### src/hw/rtl/adbe_pkg.sv
// Shared types and constants for the audio delta bit-pack encoder.
package adbe_pkg;

	localparam int SAMPLE_W = 16;
	localparam int COUNT_W  = 4;
	localparam int WORD_W   = SAMPLE_W - 1 + COUNT_W + 1;  // count, sign, up to 15 payload bits
	localparam int PEND_W   = 7;
	localparam int PCNT_W   = 3;
	localparam int ACC_W    = WORD_W + PEND_W;              // 27 bits at most in flight
	localparam int TOTAL_W  = 5;
	localparam int JOB_W    = 32;                           // four bytes, zero padded
	localparam int NBYTES_W = 3;

	// Input transaction
	typedef struct packed {
		logic signed [SAMPLE_W-1:0] sample;
		logic                       final_sample;
	} sample_t;

	// Output transaction
	typedef struct packed {
		logic [7:0] out_byte;
		logic       run_last;
		logic       stream_end;
	} byte_t;

	// Work handed from the front end to the byte emitter
	typedef struct packed {
		logic [JOB_W-1:0]    data;
		logic [NBYTES_W-1:0] nbytes;
		logic                fin;
	} job_t;

endpackage

### src/hw/rtl/audio_delta_bitpack_encoder_top.sv
// Top level of the audio delta bit-pack encoder.
//
// Input channel (sample_valid, sample_stall, sample_data) takes one 16-bit
// sample per transaction; final_sample marks the end of a stream.
// Output channel (byte_valid, byte_stall, byte_data) delivers packed bytes,
// LSB-first, with run_last on the last byte caused by a sample and
// stream_end on the final byte of the stream.
// A sample's first byte passes the stage 1 register, a queue entry, the
// emitter's job register and the output register. A sample completes 0
// to 4 bytes, which the emitter sends one per cycle while byte_stall is
// low. Short code words run at one sample per cycle while the queue has
// room; a long code word completes up to 3 bytes, a final sample up to 4.
// A queue of QUEUE_DEPTH jobs decouples packing from byte output, so the
// input keeps accepting while the receiver stalls until the queue fills;
// then sample_stall rises. Stalled output bytes hold.
// Reset clears the predictor, the packer and the queue; the block is
// ready in the first cycle after reset.
module audio_delta_bitpack_encoder_top import adbe_pkg::*; #(
	parameter int QUEUE_DEPTH = 4
) (
	input  logic    clk,
	input  logic    arst_n,
	input  logic    sample_valid,
	output logic    sample_stall,
	input  sample_t sample_data,
	output logic    byte_valid,
	input  logic    byte_stall,
	output byte_t   byte_data
);

	logic push, pop, q_full, q_empty;
	job_t wr_job, rd_job;

	adbe_front u_front (
		.clk          (clk),
		.arst_n       (arst_n),
		.sample_valid (sample_valid),
		.sample_stall (sample_stall),
		.sample_data  (sample_data),
		.q_full       (q_full),
		.push         (push),
		.job          (wr_job)
	);

	adbe_fifo #(
		.DEPTH (QUEUE_DEPTH)
	) u_fifo (
		.clk    (clk),
		.arst_n (arst_n),
		.push   (push),
		.wr_job (wr_job),
		.pop    (pop),
		.rd_job (rd_job),
		.full   (q_full),
		.empty  (q_empty)
	);

	adbe_back u_back (
		.clk        (clk),
		.arst_n     (arst_n),
		.job        (rd_job),
		.q_empty    (q_empty),
		.pop        (pop),
		.byte_valid (byte_valid),
		.byte_stall (byte_stall),
		.byte_data  (byte_data)
	);

endmodule

### src/hw/rtl/adbe_front.sv
// Front end: prediction, code word build and bit packing into byte jobs.
module adbe_front import adbe_pkg::*; (
	input  logic    clk,
	input  logic    arst_n,
	input  logic    sample_valid,
	output logic    sample_stall,
	input  sample_t sample_data,
	input  logic    q_full,
	output logic    push,
	output job_t    job
);

	logic [SAMPLE_W-1:0] last_q, prev_q;
	logic [PEND_W-1:0]   pend_bits_q;
	logic [PCNT_W-1:0]   pend_cnt_q;
	logic [SAMPLE_W-1:0] err_s1;
	logic                fin_s1;
	logic                valid_s1;

	logic                in_fire;
	logic [SAMPLE_W-1:0] pred;
	logic                neg;
	logic [14:0]         mag;
	logic [COUNT_W-1:0]  n;
	logic [15:0]         mask;
	logic [WORD_W-1:0]   word;
	logic [ACC_W-1:0]    acc;
	logic [TOTAL_W-1:0]  total;
	logic [1:0]          full_bytes;
	logic [NBYTES_W-1:0] nbytes;
	logic [ACC_W-1:0]    acc_rest;

	// Stage 1 holds while the queue is full
	assign sample_stall = valid_s1 && q_full;
	assign in_fire      = sample_valid && !sample_stall;

	// Second order predictor, wraps at 16 bits
	assign pred = {last_q[14:0], 1'b0} - prev_q;

	always_ff @(posedge clk or negedge arst_n) begin
		if (!arst_n) begin
			valid_s1 <= 1'b0;
			last_q   <= '0;
			prev_q   <= '0;
		end else begin
			if (!sample_stall) begin
				valid_s1 <= sample_valid;
			end
			if (in_fire) begin
				if (sample_data.final_sample) begin
					last_q <= '0;
					prev_q <= '0;
				end else begin
					last_q <= $unsigned(sample_data.sample);
					prev_q <= last_q;
				end
			end
		end
	end

	always_ff @(posedge clk) begin
		if (in_fire) begin
			err_s1 <= $unsigned(sample_data.sample) - pred;
			fin_s1 <= sample_data.final_sample;
		end
	end

	// Stage 2: bit length of the magnitude, code word and packing
	assign neg = err_s1[15];
	assign mag = neg ? ~err_s1[14:0] : err_s1[14:0];

	always_comb begin
		n = '0;
		for (int i = 0; i < 15; i++) begin
			if (mag[i]) begin
				n = COUNT_W'(i + 1);
			end
		end
	end

	assign mask       = 16'((17'd1 << n) - 17'd1);
	assign word       = {err_s1[14:0] & mask[14:0], neg, n};
	assign acc        = ACC_W'(pend_bits_q) | (ACC_W'(word) << pend_cnt_q);
	assign total      = TOTAL_W'(pend_cnt_q) + TOTAL_W'(n) + TOTAL_W'(5);
	assign full_bytes = total[4:3];
	assign nbytes     = fin_s1 ? NBYTES_W'(full_bytes) + NBYTES_W'(|total[2:0])
	                           : NBYTES_W'(full_bytes);
	assign acc_rest   = acc >> {full_bytes, 3'b000};

	assign push       = valid_s1 && !q_full && (nbytes != '0);
	assign job.data   = JOB_W'(acc);
	assign job.nbytes = nbytes;
	assign job.fin    = fin_s1;

	// Leftover bits; a final sample clears the packer
	always_ff @(posedge clk or negedge arst_n) begin
		if (!arst_n) begin
			pend_bits_q <= '0;
			pend_cnt_q  <= '0;
		end else if (valid_s1 && !q_full) begin
			if (fin_s1) begin
				pend_bits_q <= '0;
				pend_cnt_q  <= '0;
			end else begin
				pend_bits_q <= acc_rest[PEND_W-1:0];
				pend_cnt_q  <= total[2:0];
			end
		end
	end

	// A final sample returns the predictor to reset
	a_pred_clear: assert property (@(posedge clk) disable iff (!arst_n)
		in_fire && sample_data.final_sample |=> last_q == '0 && prev_q == '0)
		else $error("predictor not cleared after final sample");

	// A final sample always produces at least one byte
	a_fin_bytes: assert property (@(posedge clk) disable iff (!arst_n)
		valid_s1 && !q_full && fin_s1 |-> push)
		else $error("final sample produced no byte");

endmodule

### src/hw/rtl/adbe_fifo.sv
// Small register queue of byte jobs between front end and emitter.
module adbe_fifo import adbe_pkg::*; #(
	parameter int DEPTH = 4
) (
	input  logic clk,
	input  logic arst_n,
	input  logic push,
	input  job_t wr_job,
	input  logic pop,
	output job_t rd_job,
	output logic full,
	output logic empty
);

	localparam int PTR_W = $clog2(DEPTH);
	localparam int CNT_W = $clog2(DEPTH + 1);

	job_t             entry_q [DEPTH];
	logic [PTR_W-1:0] wr_ptr_q, rd_ptr_q;
	logic [CNT_W-1:0] count_q;

	assign full   = count_q == CNT_W'(DEPTH);
	assign empty  = count_q == '0;
	assign rd_job = entry_q[rd_ptr_q];

	always_ff @(posedge clk) begin
		if (push) begin
			entry_q[wr_ptr_q] <= wr_job;
		end
	end

	// Pointers wrap explicitly so any depth of two or more works
	always_ff @(posedge clk or negedge arst_n) begin
		if (!arst_n) begin
			wr_ptr_q <= '0;
			rd_ptr_q <= '0;
			count_q  <= '0;
		end else begin
			if (push) begin
				wr_ptr_q <= (wr_ptr_q == PTR_W'(DEPTH - 1)) ? '0 : wr_ptr_q + 1'b1;
			end
			if (pop) begin
				rd_ptr_q <= (rd_ptr_q == PTR_W'(DEPTH - 1)) ? '0 : rd_ptr_q + 1'b1;
			end
			if (push && !pop) begin
				count_q <= count_q + 1'b1;
			end else if (pop && !push) begin
				count_q <= count_q - 1'b1;
			end
		end
	end

	a_no_overflow: assert property (@(posedge clk) disable iff (!arst_n)
		!(push && full) && !(pop && empty))
		else $error("queue overflow or underflow");

endmodule

### src/hw/rtl/adbe_back.sv
// Back end: splits a job into bytes and drives the output register.
module adbe_back import adbe_pkg::*; (
	input  logic  clk,
	input  logic  arst_n,
	input  job_t  job,
	input  logic  q_empty,
	output logic  pop,
	output logic  byte_valid,
	input  logic  byte_stall,
	output byte_t byte_data
);

	logic [JOB_W-1:0]    data_q;
	logic [NBYTES_W-1:0] rem_q;
	logic                fin_q;
	logic                busy_q;
	logic                out_valid_q;
	byte_t               out_q;

	logic out_free, emit, last_of_job;

	assign out_free    = !out_valid_q || !byte_stall;
	assign emit        = busy_q && out_free;
	assign last_of_job = rem_q == NBYTES_W'(1);
	assign pop         = !q_empty && (!busy_q || (emit && last_of_job));

	// Current job, one byte per cycle while the output is not stalled
	always_ff @(posedge clk or negedge arst_n) begin
		if (!arst_n) begin
			busy_q <= 1'b0;
			rem_q  <= '0;
		end else if (pop) begin
			busy_q <= 1'b1;
			rem_q  <= job.nbytes;
		end else if (emit) begin
			rem_q <= rem_q - 1'b1;
			if (last_of_job) begin
				busy_q <= 1'b0;
			end
		end
	end

	always_ff @(posedge clk) begin
		if (pop) begin
			data_q <= job.data;
			fin_q  <= job.fin;
		end else if (emit) begin
			data_q <= data_q >> 8;
		end
	end

	// Output register
	always_ff @(posedge clk or negedge arst_n) begin
		if (!arst_n) begin
			out_valid_q <= 1'b0;
		end else if (emit) begin
			out_valid_q <= 1'b1;
		end else if (!byte_stall) begin
			out_valid_q <= 1'b0;
		end
	end

	always_ff @(posedge clk) begin
		if (emit) begin
			out_q.out_byte   <= data_q[7:0];
			out_q.run_last   <= last_of_job;
			out_q.stream_end <= last_of_job && fin_q;
		end
	end

	assign byte_valid = out_valid_q;
	assign byte_data  = out_q;

	a_busy_rem: assert property (@(posedge clk) disable iff (!arst_n)
		busy_q |-> rem_q != '0)
		else $error("emitter busy with no bytes left");

	a_end_last: assert property (@(posedge clk) disable iff (!arst_n)
		out_valid_q && out_q.stream_end |-> out_q.run_last)
		else $error("stream end without run last");

endmodule
### config.mk
export PLATFORM = sky130hd
export DESIGN_NAME = audio_delta_bitpack_encoder_top
export DESIGN_NICKNAME = d
export VERILOG_FILES = /design/src/hw/rtl/adbe_pkg.sv /design/src/hw/rtl/audio_delta_bitpack_encoder_top.sv /design/src/hw/rtl/adbe_front.sv /design/src/hw/rtl/adbe_fifo.sv /design/src/hw/rtl/adbe_back.sv
export SDC_FILE = /design/constraint.sdc
export NUM_CORES = 1
export LEC_CHECK = 0
export BUFFER_PORTS_ARGS = -buffer_cell sky130_fd_sc_hd__buf_4
export CAP_MARGIN = 20
export CORE_MARGIN = 8
export CORE_UTILIZATION = 60
export DETAILED_ROUTE_END_ITERATION = 6
export HOLD_SLACK_MARGIN = 0.12
export PLACE_DENSITY = 0.81
export SLEW_MARGIN = 20
export SYNTH_ARGS = -nofsm -noshare
export SYNTH_HDL_FRONTEND = slang
export SYNTH_SLANG_ARGS = --single-unit
### constraint.sdc
create_clock -name clk -period 14.05 [get_ports clk]
set_input_delay 2.1075 -clock clk [delete_from_list [all_inputs] [get_ports clk]]
set_output_delay 2.1075 -clock clk [all_outputs]
set_load 0.01 [all_outputs]
* Yosys cells after proc, flatten, opt, wreduce, memory -nomap -nowiden
Memories as Yosys holds them, arrays and structs flattened. Cells that the tools add are included.
Cells by class: multiplexer cells 36, reduce and logical (&&, ||, !) cells 27, bitwise gates (word level) 3, $add $sub $neg 11, equality and inequality tests 5, shift-type cells 3
Operators with widths (count):
- $mux 32 | 2
- $mux 16 | 2
- $mux 4 | 8
- $sub 16x16->16 | 2
- $mux 3 | 10
- $or 7x27->27 | 1
- $shl 20x3->27 | 1
- $shr 27x5->7 | 1
- $and 15x15->15 | 1
- $mux 15 | 1
- $not 15->15 | 1
- $shl 1x4->15 const A | 1
- $sub 15x1->15 const B | 1
- $logic_and 1x1->1 | 10
- $logic_not 1->1 | 8
- $mux 1 | 8
- $mux 2 | 4
- $mux 7 | 1
- $reduce_bool 2->1 | 3
- $sub 3x1->3 const B | 2
- $add 3x4->5 | 1
- $add 5x3->5 const B | 1
- $add 2x1->2 const B | 2
- $eq 2x2->1 const B | 2
- other kinds (10) | 11
Storage, ports and cells: memory bits (writable) 124, memories 1, output and inout port bits 12, input port bits 21, register bits 115, logic and storage cells 104
Memories:
- u_fifo.entry_q | depth 4, width 31, rd ports 1, clocked after Yosys merged registers in 0, write ports 1, RTL line adbe_fifo.sv:18 | job_t entry_q [DEPTH];

* Depth between registers and ports, before layout
depth after elaboration 28, mapped depth 23, gate-level depth less buffers 20

* Modules after synthesis
Synthesis repeated with hierarchy kept, for this count alone.
Unflattened totals: cells, all modules 992, area total of the unflattened synthesis 13038.8 µm²
Modules (own cells, without submodules):
- adbe_fifo | sequential area each 4499.3 µm², times used 1, cells an instance 225, area each 5621.6 µm²
- adbe_front | sequential area each 1586.5 µm², times used 1, cells an instance 661, area each 5380.2 µm²
- adbe_back | sequential area each 1416.4 µm², times used 1, cells an instance 106, area each 2037.0 µm²

* Least setup slack after synthesis
Ideal clock, no wire load.
path type flip-flop to flip-flop, start point reg u_front.err_s1[11], end point mem u_fifo.entry_q[3][0] in the netlist's numbering (enable), period minus slack after synthesis 5139 ps, stages on the path, launching flop included 19, path slack 8911 ps, data required time 13659 ps, arrival 4748 ps, buffers on the path 4, cells stage by stage edfxtp_1 -> buf_6 -> or3_1 -> o22a_1 -> o311a_1 -> buf_6 -> and2_4 -> buf_6 -> inv_2 -> ha_1 -> ha_1 -> a21o_1 -> a21oi_1 -> inv_1 -> clkbuf_1 -> ha_1 -> mux2i_1 -> a31oi_1 -> and2_1
On the way: word-level cells in the longest chain between the ends 15
Ends and longest elaborated chain:
- start: declaration | RTL line adbe_front.sv:16 | logic [SAMPLE_W-1:0] err_s1;
- start signal: assignment | RTL line adbe_front.sv:63 | err_s1 <= $unsigned(sample_data.sample) - pred;
- $not 15->15 | RTL line adbe_front.sv:70 | assign mag = neg ? ~err_s1[14:0] : err_s1[14:0];
- $mux 15 (*) | RTL line adbe_front.sv:70
- $mux 4 (*) (4 in a row) | RTL line adbe_front.sv:75 | if (mag[i]) begin
- $add 3x4->5 (*) | RTL line adbe_front.sv:84 | assign total = TOTAL_W'(pend_cnt_q) + TOTAL_W'(n) + TOTAL_W'(5);
- $add 5x3->5 (*) | RTL line adbe_front.sv:84
- $reduce_or 3->1 | RTL line adbe_front.sv:86 | assign nbytes = fin_s1 ? NBYTES_W'(full_bytes) + NBYTES_W'(|total[2:0])
- $add 2x1->3 | RTL line adbe_front.sv:86
- $mux 3 (*) | RTL line adbe_front.sv:86
- $reduce_bool 3->1 (*) | RTL line adbe_front.sv:90 | assign push = valid_s1 && !q_full && (nbytes != '0);
- $logic_and 1x1->1 (*) | RTL line adbe_front.sv:90
- via push | RTL line audio_delta_bitpack_encoder_top.sv:31 | logic push, pop, q_full, q_empty;
- $mux 1 (*) | RTL line adbe_fifo.sv:27 | if (push) begin
- $mux 1 (implied by the code) (*) | RTL line adbe_fifo.sv:28 | entry_q[wr_ptr_q] <= wr_job;
- end: declaration | RTL line adbe_fifo.sv:18
Mark *: on every way through the listed nets, which the timed path passes. The rest lies on a longest branch.

* Final worst setup path
start point reg u_front.err_s1[15], end point reg u_fifo.count_q[2]
On the way: word-level cells in the longest chain between the ends 26, elaborated cells between the ends (all ways) 28
Ends and longest elaborated chain:
- $mux 15 (*) | RTL line adbe_front.sv:70
- $mux 1 | RTL line adbe_front.sv:75
- $mux 2 (2 in a row) | RTL line adbe_front.sv:75
- $mux 3 (4 in a row) | RTL line adbe_front.sv:75
- $mux 4 (7 in a row) | RTL line adbe_front.sv:75
- $mux 4 (*) | RTL line adbe_front.sv:75
- $add 3x4->5 (*) | RTL line adbe_front.sv:84
- $add 5x3->5 (*) | RTL line adbe_front.sv:84
- $reduce_or 3->1 | RTL line adbe_front.sv:86
- $add 2x1->3 | RTL line adbe_front.sv:86
- $mux 3 (*) | RTL line adbe_front.sv:86
- $reduce_bool 3->1 (*) | RTL line adbe_front.sv:90
- $logic_and 1x1->1 (*) | RTL line adbe_front.sv:90
- via push | RTL line audio_delta_bitpack_encoder_top.sv:31
- $logic_not 1->1 | RTL line adbe_fifo.sv:47 | end else if (pop && !push) begin
- $logic_and 1x1->1 | RTL line adbe_fifo.sv:47
- $reduce_bool 2->1 (no source line)
- end signal: assignment | RTL line adbe_fifo.sv:46 | count_q <= count_q + 1'b1;
- end signal: assignment | RTL line adbe_fifo.sv:48 | count_q <= count_q - 1'b1;
- end: declaration | RTL line adbe_fifo.sv:20 | logic [CNT_W-1:0] count_q;
Marks and branches as above. A chain may end at the register's enable or synchronous reset.

==> summary.txt <==
Status
  – Outcome: completed

Cells and area
  – Finished Layout Cells: 1274
  – Layout Area Growth over Synthesis: 11.1%
  – Fill count: 1373
  – N_diodes: 0
  – Final net count: 1056
  – Layout cell share with drive strength beyond 1: 0.161
  – Post-route cell area: 13400 um2

GRT
  – Largest net degree at the start of global routing: 56
  – GRT Total Usage: 0.216
  – Global route overflow: 0
  – Wire length of the first global-routing pass: 42100 um
  – Vias in the first global route: 8005
  – Initial antenna violation count: 0

Power and ir drop
  – Leak: 5.16 nW
  – Worst vdd ir: 0.134 mV
  – Cell area power density: 241 nW/um2

Timing
  – Final Setup Violations: 0
  – Slew HR: 0.391
  – Period utilisation layout: 0.430
  – Fmax: 0.165 GHz
  – Setup TNS: 0 ns
  – Worst Clk Skew: 0.0199 ns
  – Worst-Margin Slew: 0.906 ns
  – Post-layout min period: 6.04 ns
  – Final slew viol count: 0
  – RSZ-0062 raised after global routing: false
  – Final hold vios: 0

Clocking
  – Worst-case clock buffer depth: 3
  – Post-CTS resize count: 0
  – Setup bufs post-CTS: 0
  – Root Buffer: clkbuf_16
  – H-tree depth: 1
  – CTS tree: done
  – Worst-skew pair later-pin latency: 0.52 ns
  – Cts bufs inserted: 24
  – CTS sink cnt: 234
  – CTS clk-pin slew, worst paths: 0.06 ns
  – Hold buffer count at CTS: 0

Synth
  – Post-Synth Adder-Cell Area: 0.0607
  – Syn Area/Cell: 12.5 um2
  – Commonest cells in the netlist: edfxtp_1 (179), inv_1 (88), nand2_1 (71)
  – Ys flop type: edfxtp_1
  – Synth Warn #: 0
  – Seq cells post-synth: 234
  – Post-Syn Area: 12100 um2
  – Simple-gate portion of the synthesized area: 0.113
  – Number of flops mapped to enable cells by yosys: 179
  – Largest family of logic cells by synthesized area: simple AND/OR/NAND/NOR gates
  – Compound-Gate Fraction of Synth Area: 0.101
  – Largest cells by area after synthesis: edfxtp_1 (44%), dfrtp_1 (11%), mux4_2 (6.7%)
  – Synth area leader: edfxtp_1
  – Sequential area share after synthesis: 0.559
  – Gate Count Post-Synth: 968
  – Synth cell types: 74
  – Most numerous cell in the Yosys netlist: edfxtp_1
  – Mux share of post-synthesis cell area: 0.104
  – Asr flop ratio synth: 0.235
  – Syn nets: 1038
  – Xor/xnor cell area share of the yosys netlist: 0.0152
  – Post-synth top area share: 0.445

Worst setup path
  – Most used cell, CP: ha_1
  – Slowest cell on crit path: edfxtp_1
  – Crit-path max cell delay: 0.86 ns
  – Arr. time, crit path: 6.49 ns
  – CP max FO: 24
  – CP top delay family: compound AO/OA/AOI/OAI gates
  – R2R Path Start: u_front.err_s1[15]$_DFFE_PP_
  – Worst setup EP type: register
  – Setup CP Type: register to register
  – Worst Setup Start Kind: register
  – Buf+Inv Stages, Crit Path: 3
  – CP startpoint: u_front.err_s1[15]$_DFFE_PP_
  – CP required: 14.49 ns
  – CP Cell Sequence: nand3_1 > a31oi_1 > o311a_1 > and2_4 > inv_2 > ha_1 > ha_1 > a21o_1 > a21oi_1 > inv_1 > ha_1 > mux2i_1 > a31oi_1 > ha_1 > inv_1 > fa_1 > xor2_1 > nor2_1 > xor2_1

Drt
  – Drt total wl: 25800 um
  – DRT Pass-1 Iters: 6
  – Final ANT Viol Nets: 0
  – # DRC: 0
  – DR vias/cell: 6.19
  – DR iter-0 viols: 739
  – Total number of vias: 7880
  – WL/cell: 20.3 um

Hold path
  – Hold Crit Class: register to register
  – Hold Crit Start: u_back.data_q[6]$_DFFE_PP_

Floorplan
  – Initial Util: 0.605
  – Die Area: 24900 um2
  – Boundary Pins: 33
  – Die extent in y: 158 um
  – Die Width: 158 um
  – Core area: 20000 um2
  – FP Rows: 52

Flow run
  – # Max-Cap Violations: 0

Placement
  – Placed cell areas: 12500 um2
  – Port bufs: 32
  – Placed cells: 1230
  – DP Wirelength: 17000 um
  – Placer Congestion: 0.978
power by group:
group          switching (mW)  leakage [nW]  internal [mW]  total (mW)
sequential              0.155          2.40           1.10        1.26
clock                   0.263         0.431          0.438       0.701
combinational           0.774          2.33          0.510        1.28
total                    1.19          5.16           2.05        3.24
cells in the final DEF, fill, tap and decap left out, drive strengths merged, types with 11 or more instances in the layout:
cell type  count
o31ai         20
nor2          40
nand3         22
nor2b         15
a21oi         30
and3          11
o21ai         46
xnor2         12
clkbuf        29
mux2i         15
edfxtp       179
nand3b        16
buf           44
nor3          26
fa            16
dfrtp         55
nand2b        14
mux2          26
ha            33
mux4          36
inv           91
nand2         71
cell type report:
cell class	instances	area [um2]	share of cell area
clock inverter	15	251	0.0187
timing repair buffer	44	330	0.0246
sequential	234	6750	0.503
multi-input combinational	590	4770	0.355
inverter	92	345	0.0257
clock buffer	29	639	0.0476
tap	270	338	0.0252
kinds of logic after synthesis:
kind of cell	Yosys count
simple gates	263
flops	234
compound gates	180
buf+inv	144
mux	77
fa+ha+maj	49
xor+xnor	21
state kept, by name, summed over array words and instances (netlist names), 2 cells and up:
register,flops
u_front.pend_cnt_q,3
u_back.rem_q,3
u_front.last_q,16
u_fifo.entry_q,124
u_back.data_q,27
u_front.err_s1,16
u_fifo.wr_ptr_q,2
u_front.pend_bits_q,7
u_fifo.count_q,3
u_back.byte_data,10
u_fifo.rd_ptr_q,2
u_front.prev_q,16
stage by stage:
stage               power (mW)  utilization  hold slack (ns)  setup WS [ns]
CTS                       3.25        0.672            0.423           8.13
global placement          2.45        0.627            0.404           8.37
detailed placement        2.52        0.627            0.411           8.13
floorplan                 2.17            -            0.400           8.91
finish                    3.24        0.672            0.423           8.01
global route              3.43        0.672            0.434           7.53
final timing paths:
path,to,slack [ns],cells past startpoint
setup reg to reg,u_fifo.count_q[2]$_DFFE_PN0P_,8.01,19
min in group asynchronous,u_front.prev_q[14]$_DFFE_PN0P_,1.64,1
setup / recovery,u_fifo.count_q[2]$_DFFE_PN0P_,8.01,19
max in group asynchronous,u_fifo.rd_ptr_q[0]$_DFFE_PN0P_,11.89,1
hold / removal,u_back.byte_data[8]$_DFFE_PP_,0.42,0
hold reg to reg,u_back.byte_data[8]$_DFFE_PP_,0.42,0
metal layers:
| layer | global-route usage | routed length, um | share of wire |
|---|---|---|---|
| met5 | 0 | 0 | 0 |
| met4 | 0.0703 | 646 | 0.025 |
| met3 | 0.0325 | 1620 | 0.063 |
| met2 | 0.390 | 13400 | 0.52 |
| met1 | 0.259 | 10100 | 0.39 |
No activity file was read; power rests on OpenSTA's default activity.
